File: config.mk
export PLATFORM = sky130hd
export DESIGN_NAME = hsv_to_rgb_converter
export DESIGN_NICKNAME = d
export VERILOG_FILES = /design/src/rtl/hsv_pkg.sv /design/src/rtl/hsv_to_rgb_converter.sv
export SDC_FILE = /design/constraint.sdc
export NUM_CORES = 1
export LEC_CHECK = 0
export ABC_AREA = 1
export BUFFER_PORTS_ARGS = -buffer_cell sky130_fd_sc_hd__buf_2
export CORE_UTILIZATION = 65
export DETAILED_ROUTE_END_ITERATION = 10
export PLACE_DENSITY = 0.82
export SLEW_MARGIN = 20
export SYNTH_ARGS = -nofsm -noshare
export SYNTH_HDL_FRONTEND = slang
export SYNTH_SLANG_ARGS = --single-unit
File: constraint.sdc
create_clock -name clk -period 15.56 [get_ports clk]
set_input_delay 1.556 -clock clk [delete_from_list [all_inputs] [get_ports clk]]
set_output_delay 1.556 -clock clk [all_outputs]
set_load 0.01 [all_outputs]
File: src/rtl/hsv_pkg.sv
// hsv_pkg: constants and types for the hsv to rgb colour converter
// no dependencies; imported by hsv_to_rgb_converter

package hsv_pkg;

	localparam int unsigned HUE_STEPS = 255;
	localparam int unsigned FULL_SQ   = 65025;

	// 60 degree sectors of the hue circle
	typedef enum logic [2:0] {
		SEC_RED_YEL = 3'd0,
		SEC_YEL_GRN = 3'd1,
		SEC_GRN_CYN = 3'd2,
		SEC_CYN_BLU = 3'd3,
		SEC_BLU_MAG = 3'd4,
		SEC_MAG_RED = 3'd5
	} sector_t;

endpackage

File: src/rtl/hsv_to_rgb_converter.sv
// hsv_to_rgb_converter: 8-bit hsv to rgb colour conversion, six-stage pipeline
// a word taken at start passes through stages s1 to s6 and is then on red/green/blue with done
// throughput: one word every cycle; busy is always low, the receiver cannot stall
// reset: arst_n clears the valid bits only; data registers are not reset
// depends on hsv_pkg

module hsv_to_rgb_converter
	import hsv_pkg::*;
(
	input  logic        clk,
	input  logic        arst_n,
	input  logic        start,
	output logic        busy,
	input  logic [15:0] hue,
	input  logic [7:0]  saturation,
	input  logic [7:0]  brightness,
	output logic        done,
	output logic [7:0]  red,
	output logic [7:0]  green,
	output logic [7:0]  blue
);

	localparam logic [7:0]  STEPS8  = 8'(HUE_STEPS);
	localparam logic [15:0] FULL16  = 16'(FULL_SQ);
	localparam logic [17:0] FULL18  = 18'(FULL_SQ);
	localparam logic [17:0] FULL18X2 = 18'(2 * FULL_SQ);

	// valid bits
	logic vld_s1, vld_s2, vld_s3, vld_s4, vld_s5, vld_s6;

	// stage 1: hue modulo 255
	logic [7:0]  hm_s1, sat_s1, bri_s1;
	// stage 2: sector, remainder, p product
	sector_t     sec_s2;
	logic [7:0]  rem_s2, sat_s2, bri_s2;
	logic [15:0] pprod_s2;
	// stage 3: losses and p
	sector_t     sec_s3;
	logic [15:0] lossq_s3, losst_s3;
	logic [7:0]  p_s3, bri_s3;
	// stage 4: q and t products
	sector_t     sec_s4;
	logic [23:0] prodq_s4, prodt_s4;
	logic [7:0]  p_s4, bri_s4;
	// stage 5: quotient estimate and remainder
	sector_t     sec_s5;
	logic [7:0]  eq_s5, et_s5, p_s5, bri_s5;
	logic [17:0] rq_s5, rt_s5;
	// stage 6: outputs
	logic [7:0]  red_s6, green_s6, blue_s6;

	logic [8:0]  fold1, fold2;
	logic [7:0]  hm_c;
	logic [10:0] pos_c;
	sector_t     sec_c;
	logic [10:0] base_c;
	logic [16:0] psum_c;
	logic [7:0]  p_c;
	logic [15:0] remb_c;
	logic [16:0] eq511_c, et511_c;
	logic [7:0]  q_c, t_c;

	assign busy = 1'b0;

	always_comb begin
		fold1 = {1'b0, hue[15:8]} + {1'b0, hue[7:0]};
		fold2 = {1'b0, fold1[7:0]} + {8'd0, fold1[8]};
		hm_c  = (fold2[7:0] == STEPS8) ? 8'd0 : fold2[7:0];
	end

	always_comb begin
		pos_c = {1'b0, hm_s1, 2'b00} + {2'b00, hm_s1, 1'b0};
		if (pos_c >= 11'd1275) begin
			sec_c  = SEC_MAG_RED;
			base_c = 11'd1275;
		end else if (pos_c >= 11'd1020) begin
			sec_c  = SEC_BLU_MAG;
			base_c = 11'd1020;
		end else if (pos_c >= 11'd765) begin
			sec_c  = SEC_CYN_BLU;
			base_c = 11'd765;
		end else if (pos_c >= 11'd510) begin
			sec_c  = SEC_GRN_CYN;
			base_c = 11'd510;
		end else if (pos_c >= 11'd255) begin
			sec_c  = SEC_YEL_GRN;
			base_c = 11'd255;
		end else begin
			sec_c  = SEC_RED_YEL;
			base_c = 11'd0;
		end
	end

	// x / 255 for x below 65280
	always_comb begin
		psum_c = {1'b0, pprod_s2} + {9'd0, pprod_s2[15:8]} + 17'd1;
		p_c    = psum_c[15:8];
		remb_c = {8'd0, STEPS8 - rem_s2};
	end

	// e * 511 with e the top byte of the product
	always_comb begin
		eq511_c = {prodq_s4[23:16], 9'd0} - {9'd0, prodq_s4[23:16]};
		et511_c = {prodt_s4[23:16], 9'd0} - {9'd0, prodt_s4[23:16]};
	end

	always_comb begin
		q_c = eq_s5 + {7'd0, rq_s5 >= FULL18} + {7'd0, rq_s5 >= FULL18X2};
		t_c = et_s5 + {7'd0, rt_s5 >= FULL18} + {7'd0, rt_s5 >= FULL18X2};
	end

	always_ff @(posedge clk or negedge arst_n) begin
		if (!arst_n) begin
			vld_s1 <= 1'b0;
			vld_s2 <= 1'b0;
			vld_s3 <= 1'b0;
			vld_s4 <= 1'b0;
			vld_s5 <= 1'b0;
			vld_s6 <= 1'b0;
		end else begin
			vld_s1 <= start & ~busy;
			vld_s2 <= vld_s1;
			vld_s3 <= vld_s2;
			vld_s4 <= vld_s3;
			vld_s5 <= vld_s4;
			vld_s6 <= vld_s5;
		end
	end

	always_ff @(posedge clk) begin
		hm_s1  <= hm_c;
		sat_s1 <= saturation;
		bri_s1 <= brightness;

		sec_s2   <= sec_c;
		rem_s2   <= 8'(pos_c - base_c);
		pprod_s2 <= {8'd0, bri_s1} * {8'd0, STEPS8 - sat_s1};
		sat_s2   <= sat_s1;
		bri_s2   <= bri_s1;

		sec_s3   <= sec_s2;
		lossq_s3 <= {8'd0, sat_s2} * {8'd0, rem_s2};
		losst_s3 <= {8'd0, sat_s2} * remb_c;
		p_s3     <= p_c;
		bri_s3   <= bri_s2;

		sec_s4   <= sec_s3;
		prodq_s4 <= {16'd0, bri_s3} * {8'd0, FULL16 - lossq_s3};
		prodt_s4 <= {16'd0, bri_s3} * {8'd0, FULL16 - losst_s3};
		p_s4     <= p_s3;
		bri_s4   <= bri_s3;

		sec_s5 <= sec_s4;
		eq_s5  <= prodq_s4[23:16];
		et_s5  <= prodt_s4[23:16];
		rq_s5  <= {2'b00, prodq_s4[15:0]} + {1'b0, eq511_c};
		rt_s5  <= {2'b00, prodt_s4[15:0]} + {1'b0, et511_c};
		p_s5   <= p_s4;
		bri_s5 <= bri_s4;

		case (sec_s5)
			SEC_RED_YEL: begin
				red_s6 <= bri_s5; green_s6 <= t_c;    blue_s6 <= p_s5;
			end
			SEC_YEL_GRN: begin
				red_s6 <= q_c;    green_s6 <= bri_s5; blue_s6 <= p_s5;
			end
			SEC_GRN_CYN: begin
				red_s6 <= p_s5;   green_s6 <= bri_s5; blue_s6 <= t_c;
			end
			SEC_CYN_BLU: begin
				red_s6 <= p_s5;   green_s6 <= q_c;    blue_s6 <= bri_s5;
			end
			SEC_BLU_MAG: begin
				red_s6 <= t_c;    green_s6 <= p_s5;   blue_s6 <= bri_s5;
			end
			default: begin
				red_s6 <= bri_s5; green_s6 <= p_s5;   blue_s6 <= q_c;
			end
		endcase
	end

	assign done  = vld_s6;
	assign red   = red_s6;
	assign green = green_s6;
	assign blue  = blue_s6;

endmodule
# Word-level counts from Yosys, hierarchy flattened
# Index checks and enable logic that the tools add are counted.
[totals]
register_bits = 286
inputBits = 35
out_inout_bits = 26
wordCells = 90
[op_classes]
n_addsub = 18
n_mul = 5
n_lt_le_gt_ge = 9
eq_ne = 5
muxes = 12
n_reduce_logical = 6
[op_table]
columns = ["operator", "n"]
rows = [
  ["case mux 8 bit (3 select lines)", 3],
  ["multiplier 8 x 16 -> 24 bit", 2],
  ["multiplier 8 x 8 -> 16 bit", 3],
  ["adder 8 x 1 -> 8 bit", 5],
  ["2-to-1 mux 8 bit", 5],
  ["adder 16 x 17 -> 18 bit", 2],
  ["greater-or-equal comparator 18 x 16 -> 1 bit (second input constant)", 2],
  ["greater-or-equal comparator 18 x 17 -> 1 bit (second input constant)", 2],
  ["subtractor 17 x 8 -> 17 bit", 2],
  ["subtractor 16 bit (first input constant)", 2],
  ["greater-or-equal comparator 11 x 10 -> 1 bit (second input constant)", 2],
  ["adder 16 x 1 -> 16 bit (second input constant)", 1],
  ["adder 16 x 8 -> 16 bit", 1],
  ["subtractor 8 bit (first input constant)", 2],
  ["adder 10 x 9 -> 11 bit", 1],
  ["greater-or-equal comparator 11 bit (second input constant)", 1],
  ["greater-or-equal comparator 11 x 8 -> 1 bit (second input constant)", 1],
  ["greater-or-equal comparator 11 x 9 -> 1 bit (second input constant)", 1],
  ["OR reduction 2 bit", 5],
  ["adder 8 x 8 -> 9 bit", 1],
  ["== test 8 bit (second input constant)", 1],
  ["subtractor 8 bit", 1],
  ["== test 3 x 2 -> 1 bit (second input constant)", 2],
  ["2-to-1 mux 2 bit", 2],
  ["other kinds (4)", 5],
]

# Logic depth before layout (Yosys ltp)
[logic_depth]
word_depth = 8
mapped_depth = 35
mapped_depth_nobuf = 34

# Worst setup path before layout
# No wires, ideal clock.
[synth_path]
path_type = "register to register"
startpoint = "register losst_s3[1]"
endpoint = "register prodt_s4[22]"
setup_ns = 0.072
arrival_ns = 5.381
required_time_ns = 15.488
path_slack_ns = 10.107
path_stages_with_launch = 26
n_path_buf = 1
period_less_slack_ns = 5.453
cell_sequence = "dfxtp_1 buf_6 inv_1 ha_1 nand2_1 or3_1 nor2_1 nand2_1 nor2_1 nor2_1 xor2_1 nor2_1 fa_1 fa_1 fa_1 inv_1 fa_1 inv_1 ha_1 nand2_1 nor4_1 nand4_1 nand3_1 a21oi_1 o21ai_0 xor2_1"
[synth_via]
elab_chain_cells = 2
[synth_lines]
columns = ["item", "line", "source"]
rows = [
  ["start: declaration", "hsv_to_rgb_converter.sv:39", "logic [15:0] lossq_s3, losst_s3;"],
  ["start signal: assignment", "hsv_to_rgb_converter.sv:143", "losst_s3 <= {8'd0, sat_s2} * remb_c;"],
  ["subtractor 16 bit", "hsv_to_rgb_converter.sv:149", "prodt_s4 <= {16'd0, bri_s3} * {8'd0, FULL16 - losst_s3};"],
  ["multiplier 8 x 16 -> 24 bit", "hsv_to_rgb_converter.sv:149", ""],
  ["end signal: assignment", "hsv_to_rgb_converter.sv:149", ""],
  ["end: declaration", "hsv_to_rgb_converter.sv:43", "logic [23:0] prodq_s4, prodt_s4;"],
]
# No other way between the ends.
# A chain may end at the register's enable or synchronous reset.

# Worst setup path after layout
# Ends and elaborated chain as after synthesis.

==> flow_results.org <==
** Status
- Outcome :: finished, final reports clean

** Logic synthesis
- Fraction of post-synthesis cell area in the top cell type by area :: 23.14%
- Synth area leaders :: sky130_fd_sc_hd__fa_1 23%, sky130_fd_sc_hd__dfxtp_1 23%, sky130_fd_sc_hd__ha_1 14%, sky130_fd_sc_hd__inv_1 9.8%, sky130_fd_sc_hd__nand2_1 7.7%
- Synth area leader :: sky130_fd_sc_hd__fa_1
- Counting flops with a built-in enable in the synthesized netlist gives 0.
- Share of flip-flops with an asynchronous set or reset :: 2.098%
- Synthesis produced a netlist whose cell count is ~3.0k.
- The Yosys step of the flow raised 0 warnings.
- Part of the Yosys area used for sequential elements :: a little under a quarter
- In this run the cell area of the synthesized design comes to ~0.024 mm².
- Yosys mapped the design onto 58 distinct sky130hd cell types.
- In the synthesized netlist, mux cells make up 0% of the area.
- Summing the areas of all xor and xnor instances in the mapped netlist gives ~5.6% of the synthesized area.
- Main combinational cell family by area after synthesis :: adder cells
- The number of nets in the synthesized netlist is 3555.
- Complex-gate fraction of the synthesized area :: about 6.6%
- Total of flip-flops plus latches after synthesis :: around 290
- The most used flip-flop cell after synthesis is sky130_fd_sc_hd__dfxtp_1.
- The average instance in the mapped netlist occupies just over 8 µm².
- Summing the areas of all and, or, nand and nor instances in the mapped netlist gives between 10% and 20% of the synthesized area.
- Fraction of the mapped netlist area in adder cells :: roughly 37%

** Timing
- The routed design could run at a clock period as short as just over 6000 ps.
- Rel. slew slack :: between 20% and 30%
- Fraction of the cycle the final worst path needs :: 39.67%
- Hold is met by ~330 ps.
- Crit path setup slack, layout :: between 9000 and 10000 ps
- Setup violations remaining at the end of the flow were counted as 0.
- Across the routed clock network, the largest skew measured is 11.25 ps.
- The number of hold-slack violations in the final timing report was 0.
- For the pin with the worst max-slew slack, the measured transition is 1066 ps.
- Setup repair after global routing left no endpoint under its margin.
- For the final routed database, the setup TNS stands at 0 ps.
- Final Slew Violations :: 0
- Max frequency :: 162.0 MHz

** Layout
- Leaving out fill and tap cells, the most frequent cells in the layout are 642 x sky130_fd_sc_hd__inv_1, 503 x sky130_fd_sc_hd__nand2_1, 354 x sky130_fd_sc_hd__nor2_1.
- In the final layout, the share of cells above drive strength 1 is ~5%.
- Counting the fill cells in the layout gives about 2.8k.
- The repair_antennas step left the layout with diodes totalling 0.
- Post-layout nets :: about 3.6k
- The area growth from synthesis to layout is 7.512%.
- Leaving out fill and tap cells, the most frequent cell in the layout is sky130_fd_sc_hd__inv_1.

** Detailed routing
- Router iterations before antenna repair :: 5
- DRT iter0 DRCs :: approximately 1.3k
- For this block, the via count after detailed routing is roughly 19k.
- Total length of routed wires :: between 50000 and 60000 µm
- After detailed routing, the number of remaining DRC violations is 0.
- Wirelength per Cell :: between 15 and 20 µm
- Antenna Violating Nets Remaining :: 0
- Average vias per placed instance :: approximately 5.3

** Setup path
- Cells along the critical path :: inv_1 > ha_1 > nand2_1 > or3_1 > nor2_1 > nand2_1 > nor2_1 > nor2_1 > xor2_1 > nor2_1 > fa_1 > fa_1 > fa_1 > inv_1 > fa_1 > inv_1 > ha_1 > nand2_1 > nor4_1 > nand4_1 > nand3_1 > a21oi_1 > o21ai_0 > xor2_1
- Largest fanout on the critical path :: 10
- CP required :: 16060 ps
- STA classifies the critical path startpoint as a flip-flop.
- Max incr delay on CP :: between 600 and 700 ps
- Highest-delay cell along the critical path :: sky130_fd_sc_hd__fa_1
- The critical path is of the reg -> reg type.
- In this design, the largest share of critical-path delay is due to adder cells.
- Arrival time reported for the critical path endpoint :: 6680 ps
- The worst setup path is captured at a flip-flop.
- Buffer and inverter count on the worst path :: 3

** Clock tree
- Clock latency at the later pin of the worst-skew pair :: approximately 580 ps
- Post-CTS setup-driven buffer insertion count :: 0
- H-tree level count :: 1
- TritonCTS built the clock tree.
- TritonCTS buffer count :: 30
- CTS Buffer Depth :: 3
- In this run, post-CTS hold repair placed 0 buffers.
- Clk sinks :: roughly 290
- Once the clock tree was built, the resizer swapped 0 gates to a different size.
- Clock-pin slew was measured on the worst setup and hold paths at 60 ps.
- Cell chosen for the clock root :: sky130_fd_sc_hd__clkbuf_16

** Floorplanning
- Once the floorplan was initialized, standard cells occupied between 60 and 70% of the core.
- Standard cell core area :: approximately 0.037 mm²
- just over 60 I/O pins were placed.
- Die footprint :: roughly 0.038 mm²
- Cell row count :: 70
- Measured along the x axis, the die boundary spans approximately 200 µm.
- The floorplan step set the die height to 196.1 µm.

** Place
- Buffers added on ports :: 59
- The congestion estimate from routability-driven global placement came to ~0.91.
- After legalization and detailed placement, the total HPWL measured 43050 µm.
- Worst-case setup slack after placement :: between 9000 and 10000 ps

** Global routing
- Global-route usage over all layers :: ~29%
- The first global-routing pass estimated 90510 µm of wire.
- The total overflow left after global routing is 0.
- The number of global-route vias before repair was 19.42k.
- The initial antenna violation count was 1.
- Maximum number of pins on one net before global-route repair :: 27

** Hold path
- The tightest min-delay check is of the reg -> reg type.

** Run
- Max-cap viol count :: 0
## layout make-up
| type | count | area [µm²] | area share [%] |
|---|---|---|---|
| clock buffer | 42 | 885.9 | 3.365 |
| clock inverter | 13 | 186.4 | 0.7082 |
| inverter | 644 | 2417 | 9.183 |
| multi-input combinational | 1992 | 16110 | 61.22 |
| sequential | 286 | 5756 | 21.87 |
| tap | 504 | 630.6 | 2.396 |
| timing repair buffer | 64 | 332.8 | 1.264 |
## stage by stage
step / util [%] / instance area, µm² / cells
finish: 71.39 / 26320 / 3545
global route: 71.39 / 26320 / 3545
CTS: 71.39 / 26320 / 3545
detailed placement: 68.48 / 25250 / 3490
global placement: 68.48 / 25250 / 3490
floorplan: - / 24480 / 2969
## synth_stat cells, types with 3 or more instances
library cell / n
sky130_fd_sc_hd__ha_1: 268
sky130_fd_sc_hd__nor3_1: 17
sky130_fd_sc_hd__nand4_1: 21
sky130_fd_sc_hd__a21o_1: 6
sky130_fd_sc_hd__nand2_1: 503
sky130_fd_sc_hd__or2_2: 8
sky130_fd_sc_hd__clkbuf_1: 43
sky130_fd_sc_hd__fa_1: 283
sky130_fd_sc_hd__nand3_1: 56
sky130_fd_sc_hd__nand2_2: 4
sky130_fd_sc_hd__o21bai_1: 7
sky130_fd_sc_hd__dfrtp_1: 6
sky130_fd_sc_hd__o31ai_1: 3
sky130_fd_sc_hd__o21ai_0: 68
sky130_fd_sc_hd__xnor2_1: 42
sky130_fd_sc_hd__a31oi_1: 11
sky130_fd_sc_hd__a21oi_1: 140
sky130_fd_sc_hd__a221oi_1: 3
sky130_fd_sc_hd__nor4_1: 4
sky130_fd_sc_hd__o2111ai_1: 9
sky130_fd_sc_hd__a21boi_0: 9
sky130_fd_sc_hd__o21ai_1: 9
sky130_fd_sc_hd__nand3_2: 3
sky130_fd_sc_hd__nor2_2: 3
sky130_fd_sc_hd__or2_1: 9
sky130_fd_sc_hd__xor2_1: 104
sky130_fd_sc_hd__inv_1: 642
sky130_fd_sc_hd__nand3b_1: 4
sky130_fd_sc_hd__dfxtp_1: 280
sky130_fd_sc_hd__nor2_1: 354
sky130_fd_sc_hd__xor2_2: 4
sky130_fd_sc_hd__o22ai_1: 9
## layer usage
layer | routed length [µm] | share of wire, % | global-route usage, %
met2 | 26150 | 48 | 51.17
met1 | 22520 | 42 | 36.29
met3 | 3606 | 6.7 | 4.229
met4 | 1718 | 3.2 | 9.549
met5 | 0 | 0 | 0
## final timing paths
path / startpoint / end / slack, ps / cells after the start
setup / recovery: losst_s3[1] / prodt_s4[22] / 9390 / 24
hold / removal: bri_s4[1] / bri_s5[1] / 330 / 0
setup reg to reg: losst_s3[1] / prodt_s4[22] / 9390 / 24
hold reg to reg: bri_s4[1] / bri_s5[1] / 330 / 0
max in group asynchronous: arst_n / done / 14630 / 1
min in group asynchronous: arst_n / vld_s1 / 780 / 1
## state kept, by name, indices dropped and copies added, names as in the netlist, 16 cells and up
register	cells
lossq_s3	16
losst_s3	16
pprod_s2	16
prodq_s4	24
prodt_s4	24
rq_s5	18
rt_s5	18
## logic make-up (layout without fill, tap and decap cells)
family | count (synthesis) | after routing
compound gates | 287 | 287
xor+xnor | 151 | 151
fa+ha+maj | 551 | 551
buf+inv | 691 | 763
flops | 286 | 286
other cells | 1 | 1
simple gates | 1002 | 1002
Power is left out: the tool's default activity adds up to more than one toggle a clock period on the data nets, which glitch-free logic cannot reach.
